**src/rtl/core/crlac_ram.sv**
```systemverilog
// ----------------------------------------------------------------------------
// crlac_ram
// Generic single-write, single-read RAM with a registered read.
// ----------------------------------------------------------------------------
module crlac_ram #(
	parameter int WIDTH = 8,
	parameter int DEPTH = 256
) (
	input  logic                     clk,
	input  logic                     we,
	input  logic [$clog2(DEPTH)-1:0] waddr,
	input  logic [WIDTH-1:0]         wdata,
	input  logic [$clog2(DEPTH)-1:0] raddr,
	output logic [WIDTH-1:0]         rdata
);
	logic [WIDTH-1:0] mem_q [DEPTH];

	always_ff @(posedge clk) begin
		if (we) begin
			mem_q[waddr] <= wdata;
		end
		rdata <= mem_q[raddr];
	end
endmodule

```
**config.mk**
```make
export PLATFORM = sky130hd
export DESIGN_NAME = crlac_ram
export DESIGN_NICKNAME = d
export VERILOG_FILES = /design/src/rtl/core/crlac_ram.sv
export SDC_FILE = /design/constraint.sdc
export NUM_CORES = 2
export LEC_CHECK = 0
export BUFFER_PORTS_ARGS = -buffer_cell sky130_fd_sc_hd__buf_4
export CAP_MARGIN = 20
export CORE_UTILIZATION = 40
export DETAILED_ROUTE_END_ITERATION = 8
export PLACE_DENSITY = 0.5
export SETUP_SLACK_MARGIN = 0.1
export SLEW_MARGIN = 40
export SYNTH_ARGS = -nofsm -noshare
export SYNTH_HDL_FRONTEND = slang
export SYNTH_SLANG_ARGS = --single-unit
export TNS_END_PERCENT = 1
```
**constraint.sdc**
```tcl
create_clock -name clk -period 3.05 [get_ports clk]
set_clock_uncertainty 0.1 [all_clocks]
set_input_delay 0.305 -clock clk [delete_from_list [all_inputs] [get_ports clk]]
set_output_delay 0.305 -clock clk [all_outputs]
set_load 0.02 [all_outputs]
```
== Yosys cells after proc, flatten, opt, wreduce, memory -nomap -nowiden ==
Memories as Yosys holds them, arrays and structs flattened. A register that Yosys moved wholly into a read port is not among the register bits.
Index checks and enable logic that the tools add are counted.
Operators by class
  mux-type cells: 2
Operators by type and width (count)
  $mux W1: 2
Word-level totals
  RAM bits: 2048
  word-level logic and storage cells: 3
  memories: 1
  flip-flop bits (word level): 0
  output and inout port bits: 8
Memories
  mem_q: words 256, bits a word 8, rd ports 1, clocked after Yosys merged registers in 1, write ports 1, RTL line 16  | logic [WIDTH-1:0] mem_q [DEPTH];

== Depth between registers and ports, before layout ==
  word-level depth: 2
  depth in mapped cells: 11
  depth with buffers taken out: 6

== Worst setup path after synthesis ==
Ideal clock, no wire load.
  path type: input to register
  start point: in raddr[0]
  end point: reg rdata[2] (read register of mem_q)
  arrival time: 2112 ps
  buffers on the path: 4
  required time: 2819 ps
  setup time: 131 ps
  cell stages on the path: 9
  setup slack: 707 ps
  cells stage by stage: buf_6 -> buf_12 -> buf_8 -> buf_2 -> mux4_2 -> a22oi_1 -> a21oi_1 -> nor4_1 -> nor4_2
RTL lines
  from (decl): RTL line 13  | input logic [$clog2(DEPTH)-1:0] raddr,
  to (decl): RTL line 14  | output logic [WIDTH-1:0] rdata

==> metrics.txt <==
fraction of synthesized area in multiplexers 14.6%; maximum vdd ir drop 0.567 mV; Critical Path Max Stage Delay 0.50 ns; Clk pin slew, worst setup/hold paths 0.06 ns; I/O Pins 34; RSZ-0062 raised after global routing no; IO buf count 33; Post-Syn Nets 3759; grt total ovfl 0; CTS buffer count 208; headroom to the max-slew limit 44.3%; ys flop type edfxtp_1; Crit. End Element flop; Seq/Total Area, Yosys 77.5%; adder-cell area share of the yosys netlist 0%; Lkg Pwr 30.0 nW; area of the mapped netlist 79600 sq um; Synth Area in Compound Gates 3.42%; antenna violations before repair 12; Fin Setup TNS 0 ns; NumNets Final 4356; CTS tree done; Crit. Startpoint mem_q[24][5]; core area 197000 sq um; worst reg-to-reg path cell count 8; commonest non-fill, non-tap cell in the layout edfxtp_1; post-route cell area 93700 sq um; period utilization 89.2%; fmax 368 MHz; Root Buffer Master clkbuf_16; Routed wire per std cell 30.3 microns; final hold vios 0; Worst path slowest cell mux4_2; vias 40000; Crit Reg-Reg Endpoint rdata[5]; min Tclk post-route 2.72 ns; die area 201000 sq um; die span in y 448 microns; CP dominant cell by count buf_4; row count 163; status finished, final reports clean; simple-gate share of the synthesized area 2.63%; Vias/cell 5.59; Yosys top cell area share 77.3%; Hold WS 0.0675 ns; Synth area leaders edfxtp_1 (77%), mux4_2 (13%), mux2i_1 (1.7%); pwr dens 633 nW/um^2; Worst Hold Class input port to flop; data arrival time of the critical path 3.33 ns; Worst EP required 3.66 ns; crit-path max FO 1; Synth Area in XOR/XNOR 0%; global-route wire length before repair 309 mm; Die Wd 448 microns; max_cap viols 0; Mapped Cells 3733; Worst R2R Setup Slack 0.33 ns; DRT antenna net count 0; final wirelength 217 mm; share of cells above drive strength 1 31.1%; Worst-Skew Late Latency 0.86 ns; Slew Limit Fails 0; area grow syn2layout 17.8%; drt pass-1 iters 5; Final WS setup 0.330 ns; number of synthesized register bits 2056; 1st-iter DRT viols 4120; Mean Syn Cell Area 21.3 sq um; critical path launch point type flop; All-Layer GR Usage 21.8%; DRC viols 0; largest net degree at the start of global routing 109; number of global-route vias before repair 40900; critical-path cell list mux4_2 -> a22o_1 -> a221oi_1 -> buf_4 -> o221ai_1 -> a211oi_1 -> buf_4 -> nor4_1; DP HPWL 139 mm; DP Worst Slack -0.364 ns; gp weighted congestion 0.837; Starting Density 40.3%; Worst Setup Path Type flop to flop; CTS H-Tree Depth 4; combinational family with the most area after synthesis multiplexers; Post-synth EDFFs 2048; Worst R2R Start mem_q[24][5]; fill count 16600; leading area contributor after synthesis edfxtp_1; Worst setup endpoint rdata[5]; YS warnings 0; Async SR Flop Fraction 0%; placed cell area 87000 sq um; CTS Sinks 2056; Synth cell types 55; number of setup violations in the final report 0; clock tree buffer depth 3; most frequent cells in the layout edfxtp_1 (2048), buf_4 (535), mux4_2 (454); Slew @ Worst Pin 0.828 ns
[cell usage after synthesis (3+ instances only)]
master and number:
o22a_1 5, nand2b_1 8, a221oi_1 13, nand3_1 34, o221ai_1 46, a22oi_1 133
clkbuf_1 111, buf_8 13, a211oi_1 16, mux2i_1 134, buf_1 22, nor2b_1 31
dfxtp_1 8, o211ai_1 10, o32ai_1 4, buf_12 8, o22ai_1 28, nor3_1 22
a22o_1 8, nand4_1 10, buf_4 27, buf_6 21, o21ai_0 10, edfxtp_1 2048
nand2_1 33, and2_1 6, or2_2 4, mux4_2 454, nor4_2 3, nor4_1 24
buf_2 31, a21oi_1 96, nor2_1 282
[final cells by class]
type / count / area, sq um / area share [%]
clock buffers: 267 / 5480 / 5.84
flip-flops and latches: 2056 / 61700 / 65.8
clock inverters: 123 / 1100 / 1.17
repair buffers: 620 / 5560 / 5.93
multi-input cells: 1442 / 16600 / 17.7
well taps: 2640 / 3300 / 3.52
inverters: 2 / 7.51 / 0.00801
diodes: 3 / 7.51 / 0.00801
[timing repair]
action,in CTS,in global routing
hold buffers,8,0
setup buffers,0,0
gates resized for setup,0,0
endpoints found under the hold margin,596,0
[power breakdown]
group / switching, mW / total (mW) / internal [mW]
sequential: 0.0597 / 31.2 / 31.1
combinational: 2.01 / 3.26 / 1.25
clock: 10.9 / 24.8 / 13.9
total: 13.0 / 59.3 / 46.3
[worst max-delay path: cells and delay by family, from the launching register on]
kind                   cells  cell delay (ns)
and+or+nand+nor            1             0.04
DFF                        1             0.36
buffers and inverters      2             0.43
AOI/OAI and AO/OA          4             1.14
muxes                      1             0.50
[registers in the layout (all words and copies together) (netlist names)]
signal / flops
mem_q: 2048
rdata: 8
[metal layers]
| layer | GRT usage, % | vias up | share of wire [%] |
|---|---|---|---|
| met3 | 3.56 | 288 | 5.8 |
| met5 | 0 | - | 0.011 |
| met4 | 5.42 | 4 | 2.3 |
| met1 | 30.8 | 21600 | 43 |
| met2 | 35.2 | 1194 | 48 |
| li1 | - | 16900 | - |
[stage by stage]
stage | utilization (%) | power, mW | cells
floorplan | - | 33.3 | 3733
global placement | 44.1 | 35.1 | 6750
detailed placement | 44.1 | 35.1 | 6752
CTS | 47.5 | 59.9 | 7150
global route | 47.5 | 60.9 | 7152
finish | 47.5 | 59.3 | 7153
[cells by family (layout without fill, tap and decap cells)]
logic type      Yosys count  count (layout)
flops                  2056            2056
mux                     591             591
simple gates            466             466
compound gates          385             385
buf+inv                 235            1012
other cells               0               3
[worst min-delay path by stage]
| stage | end | slack [ns] | cells after the start | start |
|---|---|---|---|---|
| global route | mem_q[238][4] | 0.08 | 4 | waddr[6] |
| CTS | mem_q[238][3] | 0.003 | 4 | waddr[6] |
| finish | mem_q[239][5] | 0.07 | 4 | waddr[6] |
| floorplan | mem_q[0][0] | 0.30 | 0 | wdata[0] |
| global placement | mem_q[82][6] | 0.64 | 1 | wdata[6] |
| detailed placement | mem_q[80][6] | 0.64 | 1 | wdata[6] |
No activity file was read; power rests on OpenSTA's default activity.
