===== config.mk =====
export PLATFORM = sky130hd
export DESIGN_NAME = crlac_div
export DESIGN_NICKNAME = d
export VERILOG_FILES = /design/src/rtl/core/crlac_pkg.sv /design/src/rtl/core/crlac_div.sv
export SDC_FILE = /design/constraint.sdc
export NUM_CORES = 1
export LEC_CHECK = 0
export ABC_CLOCK_PERIOD_IN_PS = 6700
export BUFFER_PORTS_ARGS = -buffer_cell sky130_fd_sc_hd__buf_2
export CORE_MARGIN = 1.5
export CORE_UTILIZATION = 63
export DETAILED_ROUTE_END_ITERATION = 12
export GPL_ROUTABILITY_DRIVEN = 0
export GPL_TIMING_DRIVEN = 1
export HOLD_SLACK_MARGIN = 0.15
export PLACE_DENSITY_LB_ADDON = 0.1
export SLEW_MARGIN = 5
export SYNTH_ARGS = -nofsm -noshare
export SYNTH_HDL_FRONTEND = slang
export SYNTH_SLANG_ARGS = --single-unit

===== constraint.sdc =====
create_clock -name clk -period 6.7 [get_ports clk]
set_clock_uncertainty 0.05 [all_clocks]
set_input_delay 0.67 -clock clk [delete_from_list [all_inputs] [get_ports clk]]
set_output_delay 0.67 -clock clk [all_outputs]
set_load 0.1 [all_outputs]

===== src/rtl/core/crlac_pkg.sv =====
// ----------------------------------------------------------------------------
// crlac_pkg
// Shared types, widths and helpers for the color region labeling core.
// ----------------------------------------------------------------------------
package crlac_pkg;

	localparam int MAX_LABELS = 256;
	localparam int MAX_DIM    = 4096;

	localparam int LABEL_W = $clog2(MAX_LABELS);
	localparam int CNT_W   = LABEL_W + 1;
	localparam int SLOT_W  = LABEL_W + 1;
	localparam int SLOTS   = 2 * MAX_LABELS;
	localparam int COLOR_W = 24;
	localparam int X_W     = $clog2(MAX_DIM);
	localparam int Y_W     = X_W + 1;
	localparam int DIM_W   = 13;
	localparam int AREA_W  = 25;
	localparam int SUM_W   = 36;
	localparam int CENT_W  = 12;
	localparam int ADDR_W  = 3;

	localparam logic [DIM_W-1:0] DIM_RESET = DIM_W'(1024);

	typedef enum logic [1:0] {
		OP_PIXEL = 2'd0,
		OP_READ  = 2'd1,
		OP_CLEAR = 2'd2
	} opcode_t;

	typedef enum logic [1:0] {
		STAT_OK    = 2'd0,
		STAT_FULL  = 2'd1,
		STAT_PAST  = 2'd2,
		STAT_BADLB = 2'd3
	} status_t;

	localparam logic REG_WIDTH  = 1'b0;
	localparam logic REG_HEIGHT = 1'b1;

	// Color memory entry: the color and the hash slot that points at it.
	typedef struct packed {
		logic [SLOT_W-1:0]  slot;
		logic [COLOR_W-1:0] color;
	} color_ent_t;

	typedef struct packed {
		logic [AREA_W-1:0] area;
		logic [SUM_W-1:0]  sum_x;
		logic [SUM_W-1:0]  sum_y;
	} stats_ent_t;

	function automatic logic [DIM_W-1:0] eff_dim(input logic [DIM_W-1:0] v);
		if (v == '0) begin
			return DIM_W'(1);
		end else if (v > DIM_W'(MAX_DIM)) begin
			return DIM_W'(MAX_DIM);
		end
		return v;
	endfunction

	function automatic logic [SLOT_W-1:0] color_hash(input logic [COLOR_W-1:0] c);
		logic [SLOT_W-1:0] h;
		h = '0;
		for (int i = 0; i < COLOR_W; i++) begin
			h[i % SLOT_W] = h[i % SLOT_W] ^ c[i];
		end
		return h;
	endfunction

endpackage


===== src/rtl/core/crlac_div.sv =====
// ----------------------------------------------------------------------------
// crlac_div
// Restoring divider, one quotient bit per cycle, saturating at all ones.
// ----------------------------------------------------------------------------
module crlac_div import crlac_pkg::*; (
	input  logic              clk,
	input  logic              arst_n,
	input  logic              start,
	input  logic [SUM_W-1:0]  sum,
	input  logic [AREA_W-1:0] area,
	output logic              done,
	output logic [CENT_W-1:0] quo
);
	localparam int CW = $clog2(CENT_W + 1);

	logic              busy_q;
	logic              done_q;
	logic [CW-1:0]     cnt_q;
	logic [AREA_W-1:0] rem_q;
	logic [AREA_W-1:0] area_q;
	logic [CENT_W-1:0] low_q;
	logic [CENT_W-1:0] quo_q;
	logic [AREA_W:0]   trial;
	logic [AREA_W:0]   diff;
	logic              ge;
	logic [AREA_W-1:0] high;

	assign high  = AREA_W'(sum[SUM_W-1:CENT_W]);
	assign trial = {rem_q, low_q[CENT_W-1]};
	assign ge    = trial >= {1'b0, area_q};
	assign diff  = trial - {1'b0, area_q};

	always_ff @(posedge clk or negedge arst_n) begin
		if (!arst_n) begin
			busy_q <= 1'b0;
			done_q <= 1'b0;
			cnt_q  <= '0;
		end else if (start) begin
			busy_q <= 1'b0;
			done_q <= 1'b1;
			// A quotient that does not fit saturates without iterating.
			if (area != '0 && high < area) begin
				busy_q <= 1'b1;
				done_q <= 1'b0;
				cnt_q  <= CW'(CENT_W);
			end
		end else if (busy_q) begin
			cnt_q <= cnt_q - CW'(1);
			if (cnt_q == CW'(1)) begin
				busy_q <= 1'b0;
				done_q <= 1'b1;
			end
		end
	end

	always_ff @(posedge clk) begin
		if (start) begin
			area_q <= area;
			rem_q  <= high;
			low_q  <= sum[CENT_W-1:0];
			if (area == '0) begin
				quo_q <= '0;
			end else if (high >= area) begin
				quo_q <= '1;
			end else begin
				quo_q <= '0;
			end
		end else if (busy_q) begin
			rem_q <= ge ? diff[AREA_W-1:0] : trial[AREA_W-1:0];
			low_q <= {low_q[CENT_W-2:0], 1'b0};
			quo_q <= {quo_q[CENT_W-2:0], ge};
		end
	end

	assign done = done_q;
	assign quo  = quo_q;
endmodule


Word level (Yosys, flattened, before mapping) --
Cells that the tools add are included.
Cells by class: $lt $le $gt $ge 3, reductions and logical operators 7, add/subtract/negate cells 2, multiplexer cells 20, equality and inequality tests 2
Operators by type and width (number):
- two-way mux 12 bit | 6
- two-way mux 24 bit | 2
- >= comparator 26 x 25 -> 1 bit | 1
- >= comparator 24 x 25 -> 1 bit | 1
- logical NOT 25 bit | 1
- less-than comparator 24 x 25 -> 1 bit | 1
- two-way mux 25 bit | 1
- nonzero test 25 bit | 1
- subtractor 25 bit | 1
- two-way mux 4 bit | 3
- two-way mux 1 bit | 8
- equality test 4 x 1 -> 1 bit, second input constant | 1
- AND reduction 2 bit | 2
- nonzero test 2 bit | 2
- subtractor 4 x 1 -> 4 bit, second input constant | 1
- inequality test 2 x 1 -> 1 bit, second input constant | 1
- logical AND 1 bit | 1
Word-level totals: output and inout bits 13, bits in registers 80, logic and storage cells 42

Logic depth before layout (Yosys ltp) --
Gate-level depths: netlist of run 1.
depth in word-level cells 4, gate-level depth with buffers 13, depth with buffers taken out 11

Worst setup path after synthesis of run 1 --
Ideal clock, no wire load.
path kind input-to-reg, start input area[18], end register quo_q[2] (netlist: quo[2]), data pin, buffers on the path 1, arrival 2.500 ns, data required time 6.378 ns, cell stages on the path 11, setup slack 3.878 ns, setup time 0.272 ns, path through inv_1 > ha_1 > a21o_1 > a21o_1 > a21o_1 > a21o_1 > a211oi_1 > o31ai_1 > o21bai_1 > clkbuf_1 > o21ai_0
Between the ends: cells in the longest elaborated chain, start to end 4, elaborated cells on any way between the ends 5
Ends and longest elaborated chain:
- start: declaration | line crlac_div.sv:10 | input logic [AREA_W-1:0] area,
- >= comparator 24 x 25 -> 1 bit | line crlac_div.sv:63 | end else if (high >= area) begin
- two-way mux 12 bit | line crlac_div.sv:63
- two-way mux 12 bit * | line crlac_div.sv:61 | if (area == '0) begin
- two-way mux 12 bit * | line crlac_div.sv:57 | if (start) begin
- end signal: assignment | line crlac_div.sv:71 | quo_q <= {quo_q[CENT_W-2:0], ge};
- end: declaration | line crlac_div.sv:22 | logic [CENT_W-1:0] quo_q;
Every way passes the cells marked *; elsewhere a longest branch is shown, timed or not. A chain may end at the register's enable or synchronous reset.

Worst setup path in the final report of run 1 --
start register rem_q[10], end register rem_q[6], data pin
Between the ends: cells in the longest elaborated chain, start to end 4
Ends and longest elaborated chain:
- start: declaration | line crlac_div.sv:19 | logic [AREA_W-1:0] rem_q;
- start signal: assignment | line crlac_div.sv:59 | rem_q <= high;
- start signal: assignment | line crlac_div.sv:69 | rem_q <= ge ? diff[AREA_W-1:0] : trial[AREA_W-1:0];
- >= comparator 26 x 25 -> 1 bit | line crlac_div.sv:30 | assign ge = trial >= {1'b0, area_q};
- two-way mux 25 bit | line crlac_div.sv:69
- two-way mux 24 bit | line crlac_div.sv:68 | end else if (busy_q) begin
- two-way mux 24 bit | line crlac_div.sv:57
Every way passes these cells. The select of a mux whose other input is x is not followed.

==> results.cfg, run 1 <==
[run_status]
outcome = complete, no violations

[cells_and_area]
antenna_cells = 0
final_layout_size_suffix_gt1_frac = 0.185
finalInstanceArea_um2 = 6180
final.fill_count = 682
layout_common_cells = buf_2 (75), inv_1 (73), edfxtp_1 (73), ha_1 (51), nand2_1 (36)
multi_input_area_um2 = 2830
area_growth_pct = 11.0
final_nets = 742
final-seq-area_um2 = 2360
final_common_cell = buf_2

[worst_hold_path]
hp-class = in -> reg

[detailed_routing]
wire_per_inst_um = 17.3
first_pass_iters = 5
drc = 0
drt_iter0_drc = 300
via_per_inst = 6.07
wl_um = 12800
postRouteAntennaNets = 0
vias = 4485

[clock_tree]
clockRootBuffer = clkbuf_8
cts_num_sinks = 80
clock_path_buffers = 2
cts_tree = built
h-tree-depth = 3
clk_pin_slew_ns = 0.09
clock_latency_ns = 0.36
tritoncts.num_buffers = 9
ctsResizeCount = 0

[synthesis]
synthArstFlopShare = 0.0750
synth_mux_area_frac = 0.0404
synth_edf_count = 73
syn-num-nets = 675
ys_ff_latch = 80
ys_seq_area_frac = 0.424
synthesis.area_um2 = 5570
synth_xor_area_frac = 0.0299
synth_top_family_by_area = compound AO/OA/AOI/OAI gates
ys_types = 67
synth_top_area_cell = edfxtp_1
synth_top_area_share = 0.394
synth_cells = 559
yosys.area_share.adder = 0.118
avgSynthCellArea_um2 = 9.96
synthSimpleGateAreaFrac = 0.146
synth_compound_area_frac = 0.172
yosys_warnings = 0
synth_ff_type = edfxtp_1
synth.area.top_cells = edfxtp_1 (39%), ha_1 (11%), inv_1 (4.9%)

[floorplanning]
fp-row-count = 34
core_area_um2 = 8640
die_w_um = 97.0
dieArea_um2 = 9410
start_util = 0.645
io_pins = 77
fp.dieH_um = 97.0

[power_and_ir_drop]
combPwrFrac = 0.543
p_sw_uw = 1070
p_int_uw = 1330
peakVddDrop_uv = 205
cellLeakagePower_uw = 0.00280
seqPwrFrac = 0.320
power_density_nw_per_um2 = 389
sw_frac_of_total = 0.446
clockPowerShare = 0.136
power.total_uw = 2410

[placement]
postPlaceCellArea_um2 = 6000
hpwl_um = 9550
portBuffers = 76
preCtsSetupSlack_ns = 3.16

[global_route]
grt_pass1_vias = 4471
grt_pass1_wl_um = 21400
grt_antenna_before_repair = 0
grt_max_degree = 65
grt_remaining_overflow = 0
grt_util_all_layers = 0.282

[sta]
finalMaxSlewViolations = 0
setup_ws_ns = 3.13
rsz0062_at_grt = no
min_period_ns = 3.57
fin_crit_sh = 0.533
slew_headroom = 0.205
tightest_slew_ns = 1.19
hold_viol_final = 0
setup_viol = 0
max_freq_mhz = 280
fin_tns_setup_ns = 0

[setup_path]
cp.arrival_ns = 3.61
cp_max_fo = 26
crit_required_ns = 6.74
crit_type = reg -> reg
setup.worst_path.start_class = register
end_kind = register

[run]
maxCapViolCount = 0
[kinds of logic (layout without fill, tap and decap cells)]
family | Yosys count | after routing
buffers and inverters | 96 | 168
AO/OA/AOI/OAI | 137 | 137
AND/OR/NAND/NOR | 154 | 154
adder cells (fa/ha/maj) | 52 | 52
multiplexers | 21 | 21
flip-flops | 80 | 80
XOR/XNOR | 19 | 19
[registers in the layout, summed over array words and instances, names as in the netlist]
name	cells
area_q	25
busy_q	1
cnt_q	4
done	1
low_q	12
quo	12
rem_q	25
[layout make-up]
| class | instances | area share |
|---|---|---|
| well taps | 108 | 0.0219 |
| inverters | 73 | 0.0443 |
| repair buffers | 79 | 0.0660 |
| clock inverters | 6 | 0.00689 |
| flip-flops and latches | 80 | 0.382 |
| clock buffers | 10 | 0.0207 |
| multi-input cells | 383 | 0.458 |
[power groups by stage]
stage | Clock (µW) | Combinational [µW] | Sequential [µW]
after floorplan | 0 | 941 | 865
after global routing | 354 | 1430 | 786
after detailed placement | 0 | 1280 | 779
after global placement | 0 | 1240 | 773
after CTS | 331 | 1290 | 770
final | 327 | 1310 | 771
[cells in the mapped netlist (3+ instances only)]
cell type,instances
clkbuf_1,14
or3_1,4
o31ai_1,3
a211oi_1,3
xnor2_1,11
mux2i_1,9
or2_2,3
dfrtp_1,6
nor4_1,12
nor3_1,13
o211ai_1,3
o21ai_0,17
a31oi_1,6
mux2_2,12
nand3_1,10
nor2b_1,11
o21bai_1,3
nand4_1,10
xor2_1,8
nand2_1,36
nand3b_1,11
buf_2,4
nor2_1,25
a21oi_1,26
o311ai_1,11
inv_1,73
nor3b_1,3
and3_1,3
a21o_1,21
nand2b_1,5
o21ai_1,14
edfxtp_1,73
a221o_1,3
ha_1,51
[per-stage QoR]
stage                      util  hold slack [ns]  instances
after detailed placement  0.695            0.443        722
after global placement    0.695            0.445        722
after global routing      0.715            0.437        739
after CTS                 0.715            0.445        739
after floorplan               -            0.324        559
final                     0.715            0.455        739
[per-layer routing]
metal,part of all wire,GRT usage,up-vias
li1,-,-,2193
met4,0.020,0.0847,0
met2,0.48,0.465,137
met5,0,0,-
met1,0.45,0.376,2132
met3,0.048,0.0607,23
[path summary, 6_finish.rpt]
path                            startpoint         end  slack (ns)  cells after the start
worst max register to register   rem_q[10]    rem_q[6]        3.13                     10
worst min-delay path              area[14]  area_q[14]        0.46                      1
max in group asynchronous           arst_n      busy_q        5.83                      2
worst min register to register        done        done        0.46                      2
min in group asynchronous           arst_n    cnt_q[2]        0.63                      2
worst max-delay path             rem_q[10]    rem_q[6]        3.13                     10
[critical path: stages (launching register included)]
cell and delay (ns):
edfxtp_1 0.41, ha_1 0.40, a21oi_1 0.22, o21ai_1 0.11, or3_1 0.34, o2111ai_2 0.26, a31oi_2 0.18, o21ai_4 0.56
buf_4 0.41, mux2i_1 0.27, mux2i_1 0.09
[repair_timing]
| action | in CTS | in global routing |
|---|---|---|
| hold endpoints to repair | 6 | 0 |
| buffers inserted | 0 | 0 |
| hold buffers | 1 | 0 |
No activity file was read; power rests on OpenSTA's default activity.
==> run 2: changes to the inputs <==
Settings changed: ABC_AREA set to 1, ABC_CLOCK_PERIOD_IN_PS 6700 to 3200, CORE_UTILIZATION 63 to 54.
Clock period 6.7 ns to 3.2 ns, I/O delays scaled along.
==> run 2 against run 1 <==
Effect of this change:
- non-clock buffer count rose by 28
- total power rose by 130%
- clock power increased to 3.0 times the previous value
==> results.cfg, run 2 <==
[clock_tree]
cts_tree = built
tritoncts.num_buffers = 9
clock_path_buffers = 2
cts_num_sinks = 80
cts_setup_buffers = 0
h-tree-depth = 3
clk_pin_slew_ns = 0.06
clockRootBuffer = clkbuf_16
clock_latency_ns = 0.33

[synthesis]
synth_common_cells = nand2_1 (333), inv_1 (162), edfxtp_1 (73)
synth_top_family_by_area = simple AND/OR/NAND/NOR gates
yosys_warnings = 0
ys_seq_area_frac = 0.387
ys_types = 33
synth_mux_area_frac = 0
synthArstFlopShare = 0.0750
yosys.area_share.adder = 0.108
synth_xor_area_frac = 0.0186
synth_ff_type = edfxtp_1
yosysMostFrequentCell = nand2_1
syn-num-nets = 966
synth_cells = 850
synthSimpleGateAreaFrac = 0.334
synth.area.top_cells = edfxtp_1 (36%), nand2_1 (20%), ha_1 (10%)
ys_ff_latch = 80
synth_compound_area_frac = 0.0383
synth_edf_count = 73
synthesis.area_um2 = 6110
synth_top_area_share = 0.359
avgSynthCellArea_um2 = 7.19
synth_top_area_cell = edfxtp_1

[sta]
finalMaxSlewViolations = 0
hold_viol_final = 0
holdWs_ns = 0.165
slew_headroom = 0.467
fin_tns_setup_ns = 0
rsz0062_at_grt = no
min_period_ns = 2.79
setup_viol = 0
fin_crit_sh = 0.872
max_freq_mhz = 358
tightest_slew_ns = 0.794

[cells_and_area]
antenna_cells = 0
final_cells = 1095
final_layout_size_suffix_gt1_frac = 0.112
top_regs = area_q (25), rem_q (25)
area_growth_pct = 17.1
final_common_cell = nand2_1
final_nets = 1066
layout_common_cells = nand2_1 (332), inv_1 (162), buf_2 (76), edfxtp_1 (73), nand3_1 (52)

[worst_hold_path]
whs_path_depth = 1
hp-class = in -> reg

[floorplanning]
fp.dieH_um = 109
start_util = 0.559
core_area_um2 = 10900
die_w_um = 109
fp-row-count = 38
dieArea_um2 = 12000
io_pins = 77

[power_and_ir_drop]
p_int_uw = 3010
cellLeakagePower_uw = 0.00390
p_sw_uw = 2530
peakVddDrop_uv = 465
combPwrFrac = 0.535
power.total_uw = 5530
power_density_nw_per_um2 = 773
seqPwrFrac = 0.286
clockPowerShare = 0.179
sw_frac_of_total = 0.456

[placement]
portBuffers = 76
dp.cells = 1056
hpwl_um = 12400

[setup_path]
crit_required_ns = 3.19
setup.worst_path.start_class = primary input
crit_type = in -> reg
r2r_cells = 12
cp_max_fo = 12
cp.arrival_ns = 2.78
end_kind = register

[global_route]
grt_max_degree = 63
grt_antenna_before_repair = 0
grt_pass1_wl_um = 25800
grt_util_all_layers = 0.280
grt_remaining_overflow = 0
grt_pass1_vias = 5607

[detailed_routing]
drt_iter0_drc = 413
wl_um = 15900
vias = 5738
postRouteAntennaNets = 0
first_pass_iters = 7
via_per_inst = 5.24
drc = 0
wire_per_inst_um = 14.6

[run]
maxCapViolCount = 0

[run_status]
outcome = complete, no violations
## run 2: cell types whose count changed in the layout (fill, tap and decap cells not counted), sizes merged, moves of 15 or more
cell and change:
nand2 +298, inv +87, nand3 +44, nand4 +28, o21ai -25, dlygate4sd3 +22
a21o -20, nor2 +15
## run 2: power by group through the flow
stage               sequential, µW  clock (µW)  combinational, µW
floorplan                     1790           0               2020
global placement              1590           0               2820
detailed placement            1590           0               2880
CTS                           1580        1000               2910
global route                  1610        1040               3310
finish                        1580         992               2960
## run 2: final timing paths
kind,from,endpoint,slack (ns)
min in group asynchronous,arst_n,cnt_q[2],0.29
max reg2reg,rem_q[16],rem_q[23],0.41
max in group asynchronous,arst_n,busy_q,2.68
min,area[0],area_q[0],0.16
min reg2reg,low_q[6],low_q[7],0.47
max,area[2],quo[4],0.41
## run 2: critical path, stage by stage
cell and delay, ns:
dlygate4sd3_1 0.55, buf_2 0.12, inv_1 0.06, ha_1 0.32, a21oi_1 0.12, o21ai_0 0.09, nand2_1 0.06, nand2_1 0.05
o21bai_1 0.24, nand2_1 0.08, o21ai_1 0.63, nand2_1 0.14
## run 2: metrics by stage
| step | cell area (µm²) | util | worst slack (ns) |
|---|---|---|---|
| 6_report | 7160 | 0.654 | 0.409 |
| 3_5_place_dp | 6640 | 0.607 | 0.299 |
| 2_1_floorplan | 6110 | - | 0.748 |
| 4_1_cts | 7160 | 0.654 | 0.123 |
| 3_3_place_gp | 6640 | 0.607 | 0.454 |
| 5_1_grt | 7160 | 0.654 | 0.169 |
## run 2: timing repair
action,4_1_cts,5_1_grt
gates resized for setup,0,0
endpoints found under the hold margin,28,0
hold buffers,23,0
## run 2: cell type report
class / instances / area [µm²]
flip-flops and latches: 80 / 2360
multi-input cells: 589 / 3050
well taps: 140 / 175
clock buffers: 9 / 225
repair buffers: 107 / 671
clock inverters: 7 / 62.6
inverters: 163 / 612
fillers: 942 / 3780
## run 2: cells by family after synthesis
group                      Yosys count
buffers and inverters              181
xor gates and xnor gates            13
DFF                                 80
AOI/OAI and AO/OA                   41
and+or+nand+nor                    483
adders and majority gates           52
## run 2: metal layers
metal	track usage	vias up	share of wire
met2	0.452	254	0.45
met5	0	-	0
met4	0.117	0	0.028
met1	0.372	2547	0.45
met3	0.0504	34	0.072
li1	-	2903	-
==> run 3: changes to the inputs <==
Settings changed: ABC_CLOCK_PERIOD_IN_PS 3200 to 2200.
Clock period 3.2 ns to 2.2 ns, I/O delays scaled along.
==> run 3 against run 2 <==
Effect of this change:
- the run now ends with setup timing left
- combinational power is 130% higher
- first-iteration DRC count is 74% higher
- global-route usage is 4.2 points higher
- non-clock buffer count is 86 higher
- flip-flop and latch count stayed put
- highest routed layer unchanged
- hold slack worse by 0.0095 ns
- final cell count is 7.9% higher
- total power is 91% higher
- clock power is 51% higher
- die area stayed put
- count of clock-buffer cells in the layout is 4 higher
- wire length is 32% higher
==> results.cfg, run 3 (synthesis gave the netlist of run 2 again) <==
[clock_tree]
cts_num_sinks = 80
tritoncts.num_buffers = 9
clock_path_buffers = 2
clk_pin_slew_ns = 0.06
clock_latency_ns = 0.34
cts_tree = built
clockRootBuffer = clkbuf_16
h-tree-depth = 3

[power_and_ir_drop]
power.total_uw = 10600
peakVddDrop_uv = 773
power_density_nw_per_um2 = 1230
cellLeakagePower_uw = 0.00443

[setup_path]
crit_type = reg -> reg
worstReg2RegEnd = rem_q[18]
max_stage_delay_ns = 0.45
end_kind = register
cp.arrival_ns = 2.51
cp_max_fo = 6
slowest_stage = edfxtp_1
crit_family = simple AND/OR/NAND/NOR gates
cp_common_cell = nand2_1
rr_startpoint = rem_q[12]
setup.worst_path.start_class = register
worst-path-buf-inv = 2
reg2reg_slack_ns = -0.15
crit_required_ns = 2.35
r2r_cells = 13
crit_chain = ha_4 > nand2_1 > nand2_1 > inv_1 > nand2_2 > nand2_2 > nand2_2 > a21oi_4 > nand3_4 > buf_16 > nand2_1 > nand3_1 > nand2_1

[global_route]
grt_remaining_overflow = 0
grt-busiest-layer = met2
grt_max_degree = 36
met2_usage = 0.539
grt.met3_usage = 0.0533
grt_pass1_vias = 6271
grt_util_all_layers = 0.322
grt_pass1_wl_um = 29400
grtUsageMet1 = 0.415
grt_antenna_before_repair = 0

[sta]
fin_crit_sh = 1.07
max_freq_mhz = 425
setup_ws_ns = -0.154
setup_viol = 26
rsz0062_at_grt = yes
tightest_slew_ns = 0.495
holdWs_ns = 0.155
min_period_ns = 2.35
fin_tns_setup_ns = -1.98
finalMaxSlewViolations = 0
slew_headroom = 0.672
hold_viol_final = 0

[worst_hold_path]
min_to = rem_q[21]
hp-class = in -> reg
min_from = sum[33]
whs_path_depth = 3

[floorplanning]
dieArea_um2 = 12000
fp-row-count = 38
start_util = 0.559
die_w_um = 109
fp.dieH_um = 109
core_area_um2 = 10900
io_pins = 77

[detailed_routing]
first_pass_iters = 6
via_per_inst = 5.66
wl_um = 21100
drc = 0
postRouteAntennaNets = 0
vias = 6683
drt_iter0_drc = 717
wire_per_inst_um = 17.8

[run]
maxCapViolCount = 0

[cells_and_area]
final_nets = 1152
antenna_cells = 0
area_growth_pct = 40.6
final_layout_size_suffix_gt1_frac = 0.283
final.fill_count = 696
layout_common_cells = nand2_1 (283), inv_1 (150), buf_2 (76), edfxtp_1 (73), buf_4 (62)
final_core_util = 0.786
top_regs = area_q (25), rem_q (25)
final_common_cell = nand2_1

[placement]
portBuffers = 76
preCtsSetupSlack_ns = -0.144
hpwl_um = 13200

[run_status]
outcome = finished with violations
failed_checks = setup timing
run 3: changes by cell type in the layout (fill, tap and decap cells not counted), moves of 7 or more:
cell,delta
nand3_1,-18
nand2_1,-49
nor2_1,-10
a21oi_1,-7
ha_1,-22
ha_4,+21
nor2_2,+7
nand2_4,+11
inv_2,+12
buf_4,+54
dlygate4sd3_1,+23
inv_1,-12
nand2_2,+38
nand3_2,+16
run 3: what timing repair did:
| item | CTS | global route |
|---|---|---|
| pin swaps | 3 | 46 |
| endpoints found under the hold margin | 51 | 0 |
| hold buffers | 46 | 0 |
| setup endpoints to repair | 25 | 37 |
| cloned | 2 | 1 |
| buffers inserted | 9 | 8 |
| gates resized for setup | 44 | 114 |
run 3: how the worst max path moves through the flow:
stage	endpoint	slack, ns	cells past startpoint	from
6_report	rem_q[18]	-0.15	13	rem_q[12]
4_1_cts	rem_q[23]	-0.03	11	rem_q[16]
2_1_floorplan	rem_q[11]	0.13	11	area_q[0]
5_1_grt	rem_q[18]	-0.21	13	rem_q[18]
3_5_place_dp	rem_q[21]	-0.14	12	rem_q[23]
3_3_place_gp	rem_q[19]	-0.12	12	rem_q[23]
run 3: worst reg2reg max path, delay by kind of cell, from the launching register on:
| family | cells | cell delay (ns) |
|---|---|---|
| AO/OA/AOI/OAI | 1 | 0.27 |
| buffers and inverters | 2 | 0.29 |
| adder cells (fa/ha/maj) | 1 | 0.30 |
| AND/OR/NAND/NOR | 9 | 0.84 |
| flip-flops | 1 | 0.45 |
run 3: cell type report:
class / count / area (µm²) / area share
clock buffers: 13 / 250 / 0.0291
well taps: 140 / 175 / 0.0204
inverters: 163 / 612 / 0.0712
clock inverters: 3 / 42.5 / 0.00495
repair buffers: 193 / 1450 / 0.169
multi-input cells: 589 / 3700 / 0.431
flip-flops and latches: 80 / 2360 / 0.275
run 3: report_power, final:
group | switching (µW) | total (µW) | leakage, µW | internal, µW
clock | 592 | 1500 | 0.000140 | 909
sequential | 290 | 2410 | 0.000826 | 2120
combinational | 3990 | 6660 | 0.00346 | 2670
run 3: through the flow:
| step | area [µm²] | std cells |
|---|---|---|
| final | 8590 | 1181 |
| after global placement | 7000 | 1101 |
| after global routing | 8590 | 1181 |
| after detailed placement | 7000 | 1101 |
| after floorplan | 6110 | 850 |
| after CTS | 8110 | 1173 |
run 3: routing by layer:
| metal | routed length, µm | part of all wire | vias to the layer above |
|---|---|---|---|
| li1 | - | - | 3076 |
| met3 | 1890 | 0.089 | 92 |
| met4 | 831 | 0.039 | 0 |
| met2 | 10200 | 0.48 | 414 |
| met5 | 0 | 0 | - |
| met1 | 8180 | 0.39 | 3101 |
